File: src/rtl/wlan_frame_stats_classifier_core_macros.svh
// assertion helpers for the top-level rtl file
`ifndef WLAN_FRAME_STATS_CLASSIFIER_CORE_MACROS_SVH
`define WLAN_FRAME_STATS_CLASSIFIER_CORE_MACROS_SVH

// implication checked on every clock outside reset
`define WFSC_ASSERT_IMPLY(name, ante, cons, msg) \
  name: assert property (@(posedge clk) disable iff (rst) (ante) |-> (cons)) \
    else $error(msg);

// condition that must never hold outside reset
`define WFSC_ASSERT_NEVER(name, cond, msg) \
  name: assert property (@(posedge clk) disable iff (rst) !(cond)) \
    else $error(msg);

`endif

File: src/rtl/wfsc_pkg.sv
package wfsc_pkg;

  localparam int DEF_MAX_FRAME_BYTES = 4096;
  localparam logic [3:0] CHANNEL_TOP = 4'd13;
  localparam logic [4:0] HDR_BASE = 5'd24;
  localparam logic [1:0] KIND_MGMT = 2'd0;
  localparam logic [1:0] KIND_DATA = 2'd2;

  // one classified frame handed from front to back
  typedef struct packed {
    logic              acc;
    logic [1:0]        kind;
    logic [3:0]        sub;
    logic              eap;
    logic signed [7:0] rssi;
    logic [3:0]        ch;
  } frame_sum_t;

  // llc/snap header announcing eapol
  function automatic logic [7:0] llc_byte(input logic [2:0] idx);
    logic [7:0] r;
    unique case (idx)
      3'd0: r = 8'hAA;
      3'd1: r = 8'hAA;
      3'd2: r = 8'h03;
      3'd3: r = 8'h00;
      3'd4: r = 8'h00;
      3'd5: r = 8'h00;
      3'd6: r = 8'h88;
      3'd7: r = 8'h8E;
      default: r = 8'h00;
    endcase
    return r;
  endfunction

  // mac header length from the two frame control bytes
  function automatic logic [4:0] hdr_len(input logic [7:0] fc0, input logic [7:0] fc1);
    logic [4:0] h;
    h = HDR_BASE;
    if (fc1[0] && fc1[1]) begin
      h = h + 5'd4;
    end
    if (fc0[7] && !fc0[6]) begin
      h = h + 5'd2;
    end
    return h;
  endfunction

endpackage

File: src/rtl/wfsc_front.sv
module wfsc_front import wfsc_pkg::*; #(
  parameter int MAX_FRAME_BYTES = DEF_MAX_FRAME_BYTES
) (
  input  logic              clk,
  input  logic              rst,
  input  logic              beat,
  input  logic [7:0]        data_byte,
  input  logic              last_byte,
  input  logic signed [7:0] signal_strength,
  input  logic [3:0]        radio_channel,
  output logic              sum_push,
  output frame_sum_t        sum_data
);

  localparam int POS_W = $clog2(MAX_FRAME_BYTES + 1);

  logic [POS_W-1:0] pos;
  logic [7:0]       fc0;
  logic [7:0]       fc1;
  logic             match;

  logic [7:0]       fc0_eff;
  logic [7:0]       fc1_eff;
  logic [4:0]       hdr;
  logic [POS_W-1:0] hdr_w;
  logic             in_llc;
  logic [2:0]       off;
  logic             match_next;

  // control bytes as seen including this beat
  assign fc0_eff = (pos == '0) ? data_byte : fc0;
  assign fc1_eff = (pos == POS_W'(1)) ? data_byte : fc1;
  assign hdr     = hdr_len(fc0_eff, fc1_eff);
  assign hdr_w   = POS_W'(hdr);
  assign off     = pos[2:0] - hdr[2:0];
  assign in_llc  = (pos >= POS_W'(2)) && (pos >= hdr_w) && (pos < hdr_w + POS_W'(8));
  assign match_next = match && !(in_llc && (data_byte != llc_byte(off)));

  // frame summary on the final beat
  always_comb begin
    sum_push      = beat && last_byte;
    sum_data.acc  = pos >= POS_W'(3);
    sum_data.kind = fc0_eff[3:2];
    sum_data.sub  = fc0_eff[7:4];
    sum_data.eap  = (fc0_eff[3:2] == KIND_DATA) && match_next
                    && (pos >= hdr_w + POS_W'(11));
    sum_data.rssi = signal_strength;
    sum_data.ch   = radio_channel;
  end

  // per-frame parse state
  always_ff @(posedge clk) begin
    if (rst) begin
      pos   <= '0;
      fc0   <= '0;
      fc1   <= '0;
      match <= 1'b1;
    end else if (beat) begin
      if (last_byte) begin
        pos   <= '0;
        fc0   <= '0;
        fc1   <= '0;
        match <= 1'b1;
      end else begin
        fc0   <= fc0_eff;
        fc1   <= fc1_eff;
        match <= match_next;
        if (pos < POS_W'(MAX_FRAME_BYTES)) begin
          pos <= pos + POS_W'(1);
        end
      end
    end
  end

endmodule

File: src/rtl/wfsc_fifo.sv
module wfsc_fifo import wfsc_pkg::*; (
  input  logic       clk,
  input  logic       rst,
  input  logic       wr,
  input  frame_sum_t wr_data,
  input  logic       rd,
  output frame_sum_t rd_data,
  output logic       full,
  output logic       empty
);

  frame_sum_t slot [2];
  logic       wp;
  logic       rp;
  logic [1:0] count;

  assign full    = count == 2'd2;
  assign empty   = count == 2'd0;
  assign rd_data = slot[rp];

  // two-entry ring
  always_ff @(posedge clk) begin
    if (rst) begin
      wp    <= 1'b0;
      rp    <= 1'b0;
      count <= 2'd0;
    end else begin
      if (wr) begin
        wp <= ~wp;
      end
      if (rd) begin
        rp <= ~rp;
      end
      count <= count + 2'(wr) - 2'(rd);
    end
  end

  // entry storage
  always_ff @(posedge clk) begin
    if (wr) begin
      slot[wp] <= wr_data;
    end
  end

endmodule

File: src/rtl/wfsc_back.sv
module wfsc_back import wfsc_pkg::*; (
  input  logic              clk,
  input  logic              rst,
  input  logic              sum_valid,
  input  frame_sum_t        sum_data,
  output logic              sum_take,
  output logic              empty,
  input  logic              pop,
  output logic              accepted,
  output logic [1:0]        frame_kind,
  output logic [3:0]        frame_subtype,
  output logic              eapol_found,
  output logic [31:0]       total_frames,
  output logic [31:0]       kind_count,
  output logic [31:0]       subtype_count,
  output logic [31:0]       channel_count,
  output logic signed [7:0] rssi_minimum,
  output logic signed [7:0] rssi_maximum,
  output logic signed [31:0] rssi_total,
  output logic [31:0]       eapol_total
);

  logic [31:0]        frame_total;
  logic [31:0]        kind_cnt [4];
  logic [31:0]        sub_cnt [16];
  logic [31:0]        chan_cnt [16];
  logic signed [7:0]  lo_rssi;
  logic signed [7:0]  hi_rssi;
  logic [31:0]        rssi_acc;
  logic [31:0]        eapol_cnt;
  logic               out_valid;

  logic [31:0]        frame_total_next;
  logic [31:0]        kind_next;
  logic [31:0]        sub_next;
  logic [31:0]        chan_next;
  logic signed [7:0]  lo_next;
  logic signed [7:0]  hi_next;
  logic [31:0]        rssi_acc_next;
  logic [31:0]        eapol_next;
  logic               ch_ok;
  logic               is_mgmt;

  assign empty    = !out_valid;
  assign sum_take = sum_valid && (!out_valid || pop);
  assign ch_ok    = (sum_data.ch != 4'd0) && (sum_data.ch <= CHANNEL_TOP);
  assign is_mgmt  = sum_data.kind == KIND_MGMT;

  // statistics after this frame
  always_comb begin
    frame_total_next = frame_total;
    kind_next        = kind_cnt[sum_data.kind] + 32'd1;
    sub_next         = sub_cnt[sum_data.sub] + 32'd1;
    chan_next        = chan_cnt[sum_data.ch] + 32'd1;
    lo_next          = lo_rssi;
    hi_next          = hi_rssi;
    rssi_acc_next    = rssi_acc;
    eapol_next       = eapol_cnt;
    if (sum_data.acc) begin
      frame_total_next = frame_total + 32'd1;
      rssi_acc_next    = rssi_acc + {{24{sum_data.rssi[7]}}, sum_data.rssi};
      if (sum_data.rssi < lo_rssi) begin
        lo_next = sum_data.rssi;
      end
      if (sum_data.rssi > hi_rssi) begin
        hi_next = sum_data.rssi;
      end
      if (sum_data.eap) begin
        eapol_next = eapol_cnt + 32'd1;
      end
    end
  end

  // running counters
  always_ff @(posedge clk) begin
    if (rst) begin
      frame_total <= '0;
      lo_rssi     <= 8'sd127;
      hi_rssi     <= -8'sd128;
      rssi_acc    <= '0;
      eapol_cnt   <= '0;
      for (int i = 0; i < 4; i++) begin
        kind_cnt[i] <= '0;
      end
      for (int i = 0; i < 16; i++) begin
        sub_cnt[i]  <= '0;
        chan_cnt[i] <= '0;
      end
    end else if (sum_take) begin
      frame_total <= frame_total_next;
      lo_rssi     <= lo_next;
      hi_rssi     <= hi_next;
      rssi_acc    <= rssi_acc_next;
      eapol_cnt   <= eapol_next;
      if (sum_data.acc) begin
        kind_cnt[sum_data.kind] <= kind_next;
        if (is_mgmt) begin
          sub_cnt[sum_data.sub] <= sub_next;
        end
        if (ch_ok) begin
          chan_cnt[sum_data.ch] <= chan_next;
        end
      end
    end
  end

  // result valid flag
  always_ff @(posedge clk) begin
    if (rst) begin
      out_valid <= 1'b0;
    end else if (sum_take) begin
      out_valid <= 1'b1;
    end else if (pop) begin
      out_valid <= 1'b0;
    end
  end

  // result register
  always_ff @(posedge clk) begin
    if (sum_take) begin
      accepted      <= sum_data.acc;
      frame_kind    <= sum_data.acc ? sum_data.kind : 2'd0;
      frame_subtype <= sum_data.acc ? sum_data.sub : 4'd0;
      eapol_found   <= sum_data.acc && sum_data.eap;
      total_frames  <= frame_total_next;
      kind_count    <= sum_data.acc ? kind_next : 32'd0;
      subtype_count <= (sum_data.acc && is_mgmt) ? sub_next : 32'd0;
      channel_count <= (sum_data.acc && ch_ok) ? chan_next : 32'd0;
      rssi_minimum  <= lo_next;
      rssi_maximum  <= hi_next;
      rssi_total    <= rssi_acc_next;
      eapol_total   <= eapol_next;
    end
  end

endmodule

File: src/rtl/wlan_frame_stats_classifier_core.sv
// one frame byte taken per cycle while the summary queue is not full, no gaps needed between frames
// result of a frame is shown once its summary has passed through the two-entry queue
// and then the result register (summary written straight into the queue on the final byte)
// sustained rate is one frame per cycle in the back end while results are popped, bound by its counter update
// synchronous reset clears parse state, all counters and queues; no clearing pass
module wlan_frame_stats_classifier_core import wfsc_pkg::*; #(
  parameter int MAX_FRAME_BYTES = DEF_MAX_FRAME_BYTES
) (
  input  logic               clk,
  input  logic               rst,
  input  logic               push,
  output logic               full,
  input  logic [7:0]         data_byte,
  input  logic               last_byte,
  input  logic signed [7:0]  signal_strength,
  input  logic [3:0]         radio_channel,
  output logic               empty,
  input  logic               pop,
  output logic               accepted,
  output logic [1:0]         frame_kind,
  output logic [3:0]         frame_subtype,
  output logic               eapol_found,
  output logic [31:0]        total_frames,
  output logic [31:0]        kind_count,
  output logic [31:0]        subtype_count,
  output logic [31:0]        channel_count,
  output logic signed [7:0]  rssi_minimum,
  output logic signed [7:0]  rssi_maximum,
  output logic signed [31:0] rssi_total,
  output logic [31:0]        eapol_total
);

`include "wlan_frame_stats_classifier_core_macros.svh"

  logic       beat;
  logic       sum_push;
  frame_sum_t sum_in;
  frame_sum_t sum_out;
  logic       q_empty;
  logic       sum_take;

  assign beat = push && !full;

  // byte parser and classifier
  wfsc_front #(.MAX_FRAME_BYTES(MAX_FRAME_BYTES)) u_front (
    .clk(clk), .rst(rst), .beat(beat), .data_byte(data_byte),
    .last_byte(last_byte), .signal_strength(signal_strength),
    .radio_channel(radio_channel), .sum_push(sum_push), .sum_data(sum_in)
  );

  // summary queue between the halves
  wfsc_fifo u_fifo (
    .clk(clk), .rst(rst), .wr(sum_push), .wr_data(sum_in), .rd(sum_take),
    .rd_data(sum_out), .full(full), .empty(q_empty)
  );

  // statistics and result register
  wfsc_back u_back (
    .clk(clk), .rst(rst), .sum_valid(!q_empty), .sum_data(sum_out),
    .sum_take(sum_take), .empty(empty), .pop(pop), .accepted(accepted),
    .frame_kind(frame_kind), .frame_subtype(frame_subtype),
    .eapol_found(eapol_found), .total_frames(total_frames),
    .kind_count(kind_count), .subtype_count(subtype_count),
    .channel_count(channel_count), .rssi_minimum(rssi_minimum),
    .rssi_maximum(rssi_maximum), .rssi_total(rssi_total),
    .eapol_total(eapol_total)
  );

  // result consistency
  `WFSC_ASSERT_IMPLY(a_rssi_order, !empty && accepted, rssi_minimum <= rssi_maximum, "rssi min above max")
  `WFSC_ASSERT_IMPLY(a_short_zero, !empty && !accepted, (kind_count == 32'd0) && (subtype_count == 32'd0) && (channel_count == 32'd0), "short frame reports counts")
  `WFSC_ASSERT_IMPLY(a_eapol_data, !empty && eapol_found, accepted && (frame_kind == KIND_DATA), "eapol on non-data frame")
  `WFSC_ASSERT_NEVER(a_sub_mgmt, !empty && (frame_kind != KIND_MGMT) && (subtype_count != 32'd0), "subtype count on non-mgmt frame")

endmodule

File: config.mk
export PLATFORM = sky130hd
export DESIGN_NAME = wlan_frame_stats_classifier_core
export DESIGN_NICKNAME = d
export VERILOG_FILES = /design/src/rtl/wfsc_pkg.sv /design/src/rtl/wfsc_front.sv /design/src/rtl/wfsc_fifo.sv /design/src/rtl/wfsc_back.sv /design/src/rtl/wlan_frame_stats_classifier_core.sv
export VERILOG_INCLUDE_DIRS = /design/src /design/src/rtl
export SDC_FILE = /design/constraint.sdc
export NUM_CORES = 2
export LEC_CHECK = 0
export BUFFER_PORTS_ARGS = -buffer_cell sky130_fd_sc_hd__buf_2
export CORE_AREA = 8 8 360 362
export CTS_BUF_LIST = sky130_fd_sc_hd__clkbuf_4 sky130_fd_sc_hd__clkbuf_8 sky130_fd_sc_hd__clkbuf_16
export CTS_CLUSTER_SIZE = 10
export DETAILED_ROUTE_END_ITERATION = 7
export DIE_AREA = 0 0 368 370
export PLACE_DENSITY = 0.85
export SETUP_SLACK_MARGIN = 0.15
export SYNTH_ARGS = -nofsm -noshare
export SYNTH_HDL_FRONTEND = slang
export SYNTH_SLANG_ARGS = --single-unit
File: constraint.sdc
create_clock -name clk -period 13.6 [get_ports clk]
set_input_delay 2.72 -clock clk [delete_from_list [all_inputs] [get_ports clk]]
set_output_delay 2.72 -clock clk [all_outputs]
set_load 0.02 [all_outputs]
Word-level counts from Yosys, hierarchy flattened
Memory sizes are Yosys's and may differ from the RTL's. A register that Yosys moved wholly into a read port is not among the register bits.
Cells that the tools add are included.
- add/subtract/negate cells: 13
- $lt $le $gt $ge: 9
- equality and inequality tests: 4
- mux-type cells: 48
- bitwise operators: 2
- reductions and logical operators: 31
- operators by type and width (kind ; number):
    32-bit 2-to-1 mux ; 7
    32-bit by 1-bit adder with 32-bit output, second input constant ; 5
    32-bit OR reduction ; 3
    8-bit 2-to-1 mux ; 6
    32-bit adder ; 1
    13-bit by 2-bit >= comparator with 1-bit output, second input constant ; 2
    1-bit 2-to-1 mux ; 26
    13-bit 2-to-1 mux ; 2
    1-bit logical AND ; 15
    13-bit by 1-bit adder with 13-bit output, second input constant ; 1
    13-bit by 1-bit equality test with 1-bit output, second input constant ; 1
    13-bit >= comparator ; 1
    13-bit by 5-bit >= comparator with 1-bit output ; 1
    13-bit logical NOT ; 1
    13-bit < comparator ; 1
    13-bit < comparator, second input constant ; 1
    5-bit by 4-bit adder with 6-bit output, second input constant ; 2
    8-bit greater-than comparator ; 1
    8-bit < comparator ; 1
    4-bit 2-to-1 mux ; 2
    8-bit inequality test ; 1
    2-bit 2-to-1 mux ; 3
    4-bit by 3-bit adder with 5-bit output, second input constant ; 1
    1-bit logical NOT ; 5
    13 further kinds ; 17
- flip-flop bits (word level): 355
- RAM bits: 1192
- ROM bits: 48
- input bits: 25
- output and inout bits: 218
- logic and storage cells: 137
- memories kept: 5
- memories (memory ; words ; bits a word ; read ports ; clocked after memory_dff ; wr ports ; line ; source):
    u_back.chan_cnt ; 16 ; 32 ; 1 ; 0 ; 16 ; wfsc_back.sv:26 ; logic [31:0] chan_cnt [16];
    u_back.sub_cnt ; 16 ; 32 ; 1 ; 0 ; 16 ; wfsc_back.sv:25 ; logic [31:0] sub_cnt [16];
    u_back.kind_cnt ; 4 ; 32 ; 1 ; 0 ; 4 ; wfsc_back.sv:24 ; logic [31:0] kind_cnt [4];
    (name not given) ; 8 ; 6 ; 1 ; 0 ; 0 ; wfsc_pkg.sv:22 ; unique case (idx)
    u_fifo.slot ; 2 ; 20 ; 1 ; 1 ; 1 ; wfsc_fifo.sv:12 ; frame_sum_t slot [2];

Longest topological paths before layout
- depth after elaboration: 14
- mapped depth: 20
- mapped depth without buffers: 15

Modules after synthesis
A second synthesis with hierarchy kept.
- cell total of the unflattened synthesis: 4842
- area total of the unflattened synthesis: 68089.1 um^2
- modules (own cells, without submodules) (module ; instances ; cells an instance ; area each (um^2) ; seq. area each (um^2)):
    wfsc_back ; 1 ; 4559 ; 64725.8 ; 43341.6
    wfsc_front ; 1 ; 198 ; 1680.4 ; 440.4
    wfsc_fifo ; 1 ; 83 ; 1665.3 ; 1301.2
    wlan_frame_stats_classifier_core ; 1 ; 2 ; 17.5 ; 0.0

Worst setup path before layout
OpenSTA, ideal clock, no wires.
- kind: input-to-reg
- start point: input pop
- end point: register u_fifo.count[1]
- library setup time: 0.128 ns
- data arrival time: 10.776 ns
- required time: 13.472 ns
- setup slack: 2.697 ns
- stages: 10
- buffers on the path: 1
- path through: nand2b_1 o21ai_1 clkinv_1 clkbuf_1 ha_1 inv_1 ha_1 xor2_1 xnor2_1 nor2_1
- word-level cells in the longest chain between the ends: 3
- RTL lines (what ; line ; source):
    start: declaration ; wlan_frame_stats_classifier_core.sv:18 ; input logic pop,
    1-bit logical OR ; wfsc_back.sv:45 ; assign sum_take = sum_valid && (!out_valid || pop);
    1-bit logical AND ; wfsc_back.sv:45 ;
    via sum_take ; wlan_frame_stats_classifier_core.sv:40 ; logic sum_take;
    2-bit by 1-bit subtractor with 2-bit output ; wfsc_fifo.sv:34 ; count <= count + 2'(wr) - 2'(rd);
    end signal: assignment ; wfsc_fifo.sv:34 ;
    end: declaration ; wfsc_fifo.sv:15 ; logic [1:0] count;
The timed path passes the listed nets, and every way through them passes these cells.
A chain may end at the register's enable or synchronous reset.

==> flow_summary.yaml <==
power_and_ir_drop:
  leakagePower_nw: 28.2
  p_total_mw: 14.0
  ir_worst_vdd_mv: 0.210
  power_density_nw_per_um2: 182
clock_network:
  clk_path_buf_depth: 3
  clk_pin_slew_ns: 0.05
  cts_tree: "built"
  clk_latency_ns: 0.78
  cts_num_sinks: 1548
  cts-hold-fix-buffers: 0
  post-cts-setup-buffer-count: 0
  cts_made_buffers: 174
  cts_max_level: 4
  cts_resized: 0
  cts_root_buf: "clkbuf_16"
setup_path:
  crit_type: "input port to flip-flop"
  crit_fanout: 125
  reg2reg_slack_ns: 6.86
  crit_path_end_kind: "flip-flop"
  arrival_ns: 7.34
  cpPeakStageDelay_ns: 1.00
  path_cells: "buf_2 > nand2b_1 > o21ai_2 > buf_4 > inv_8 > nand2_2 > nor2_1 > buf_4 > nand3_1 > nor2_1 > nand2_1 > nand2b_2"
  worstRegToRegCells: 13
  crit_slowest_cell: "nand2b_2"
  critPathLaunchType: "input port"
  r2r_end: "u_back.chan_cnt[3][28]"
  required_ns: 14.00
min_path:
  min_from: "u_back.rssi_acc[24]"
  whs_path_depth: 2
  hp-class: "flip-flop to flip-flop"
  hold_end: "u_back.rssi_acc[24]"
place:
  gp_congestion: 0.886
  placed_area_um2: 71900
  numPortBuffers: 242
  hpwl_um: 104000
yosys:
  synth-edff-count: 1408
  synth_most_common_cell: "edfxtp_1"
  synth.top_cell.area_share: 0.614
  synth_compound_area_frac: 0.0485
  synth_common_cells: "edfxtp_1 (1408), nor2_1 (1351), nand2_1 (559)"
  synth-simple-area-share: 0.149
  yosys-top-cells-area: "edfxtp_1 (61%), nor2_1 (7.4%), mux4_2 (5.4%)"
  syn-instance-count: 5554
  synth_seq_cells: 1548
  synth_area_um2: 68800
  synth_top_family_by_area: "simple AND/OR/NAND/NOR gates"
  synth_mux_area_frac: 0.0757
  synthArstFlopShare: 0
  synth_cell_type_count: 94
  ys.warnings.count: 0
  synthXorXnorAreaFrac: 0.0313
  syn_area_per_cell_um2: 12.4
  synth_top_area_cell: "edfxtp_1"
  synth_flop_cell: "edfxtp_1"
  synth_seq_area_share: 0.655
  synthAdderAreaFrac: 0.0116
floorplan:
  start_util: 0.554
  fp.dieH_um: 370
  fp-row-count: 130
  core-area_um2: 124000
  die_w_um: 368
  ios: 243
  die_area_um2: 136000
global_routing:
  grt_usage: 0.251
  grt_max_degree: 126
  antenna_found_initial: 14
  grt_pass1_vias: 46700
  grt_pass1_wl_um: 266000
  grt_overflow: 0
finish:
  drive_gt1_frac: 0.148
  layout.nets: 5881
  syn_to_final_growth_pct: 11.8
  fin_area_um2: 76900
  fin_util: 0.619
timing:
  hold_viol: 0
  fin_crit_ns: 6.94
  setup_viol: 0
  fmax_mhz: 144
  min_period_over_period: 0.511
  worstMarginPinSlew_ns: 1.29
  finClkSkew_ns: 0.0309
  finalMaxSlewViolations: 0
  rsz0062_at_grt: "false"
  final.setup.tns_ns: 0
  maxSlewHeadroom: 0.135
route:
  wirelength_um: 176000
  drt-vias-per-instance: 6.18
  drt-initial-drc-count: 6058
  firstDrtPassIters: 6
  wl_per_cell_um: 23.4
  drc: 0
  postRouteAntennaNets: 0
  vias: 46500
job:
  maxCapViolCount: 0
run_status:
  status: "completed"
-- sequential cells by signal (all words and copies together), names as in the netlist, 8 cells and up, named ones only --
signal,flops
u_back.chan_cnt,512
u_back.sub_cnt,512
u_back.kind_cnt,128
u_fifo.slot,40
u_back.channel_count,32
u_back.eapol_cnt,32
u_back.eapol_total,32
u_back.frame_total,32
u_back.kind_count,32
u_back.rssi_acc,32
u_back.rssi_total,32
u_back.subtype_count,32
u_back.total_frames,32
u_front.pos,13
u_back.hi_rssi,8
u_back.lo_rssi,8
u_back.rssi_maximum,8
u_back.rssi_minimum,8
-- cells by family (layout without fill, tap and decap cells) --
logic type | Yosys count | in the layout
multiplexers | 306 | 306
other | 1 | 109
AND/OR/NAND/NOR | 2433 | 2433
flip-flops | 1548 | 1548
XOR/XNOR | 241 | 241
AO/OA/AOI/OAI | 520 | 520
adder cells (fa/ha/maj) | 63 | 63
buffers and inverters | 442 | 653
-- where the power goes --
part	internal [mW]	leakage, nW	switching, mW	total (mW)
combinational	1.09	10.2	2.66	3.75
clock	2.46	2.51	1.79	4.25
sequential	5.83	15.5	0.197	6.02
total	9.38	28.2	4.64	14.0
-- per-layer routing --
metal  GRT usage  vias to the layer above  routed length [um]
li1            -                    20200                   -
met1       0.318                    22500               62600
met4       0.109                        4                7030
met5           0                        -                  19
met2       0.410                     3233               83800
met3      0.0649                      528               22900
-- cell usage in the layout (no fill, tap or decap), types with 13 or more instances in the layout --
cell | netlist | routed
mux2_2 | 20 | 18
nor3_1 | 44 | 43
a41oi_1 | 21 | 21
xnor2_1 | 95 | 92
buf_2 | 59 | 241
nor2b_1 | 19 | 19
dfxtp_1 | 140 | 139
and3_1 | 41 | 41
edfxtp_1 | 1408 | 1408
and2_1 | 14 | 14
a21oi_1 | 110 | 110
diode_2 | 0 | 13
a21o_1 | 23 | 23
clkbuf_4 | 0 | 49
xor2_1 | 140 | 128
nor2_1 | 1351 | 1350
nand2_1 | 559 | 558
nand4_1 | 33 | 33
clkbuf_16 | 0 | 178
a32oi_1 | 24 | 24
nand2b_1 | 68 | 39
a22oi_1 | 49 | 49
a311oi_1 | 18 | 18
a31oi_1 | 17 | 17
buf_4 | 24 | 102
nand2b_2 | 0 | 29
conb_1 | 1 | 96
ha_1 | 60 | 60
inv_1 | 64 | 64
o21a_1 | 13 | 13
mux2i_1 | 114 | 110
mux4_2 | 165 | 165
or3_1 | 36 | 36
o21ai_0 | 162 | 162
nand3_1 | 201 | 200
-- cell type report --
type	count	area (um2)
diodes	13	32.5
clock buffers	228	4840
clock inverters	14	180
fillers	8865	47300
inverters	67	259
multi-input cells	3659	22500
flip-flops and latches	1548	45100
well taps	1650	2060
repair buffers	344	1990
-- per-stage QoR --
stage | std cells | hold WS [ns] | worst slack (ns)
global route | 7514 | 0.503 | 6.28
CTS | 7510 | 0.480 | 6.76
detailed placement | 7268 | 0.472 | 5.90
global placement | 7268 | 0.459 | 5.99
floorplan | 5649 | 0.454 | 2.70
finish | 7523 | 0.483 | 6.66
-- worst max path at each step --
| stage | from | endpoint | slack (ns) | cells past startpoint |
|---|---|---|---|---|
| 5_1_grt | pop | u_back.sub_cnt[1][7] | 6.28 | 12 |
| 3_5_place_dp | pop | u_back.sub_cnt[1][19] | 5.90 | 12 |
| 6_report | pop | u_back.sub_cnt[1][16] | 6.66 | 12 |
| 4_1_cts | pop | u_back.sub_cnt[1][16] | 6.76 | 12 |
| 3_3_place_gp | pop | u_back.sub_cnt[1][17] | 5.99 | 12 |
| 2_1_floorplan | pop | u_fifo.count[1] | 2.70 | 10 |
-- worst max-delay path: cells and delay by family --
| kind | cells | cell delay [ns] |
|---|---|---|
| and+or+nand+nor | 7 | 3.24 |
| buffers and inverters | 4 | 1.23 |
| AOI/OAI and AO/OA | 1 | 0.07 |
No activity file was read; power rests on OpenSTA's default activity.
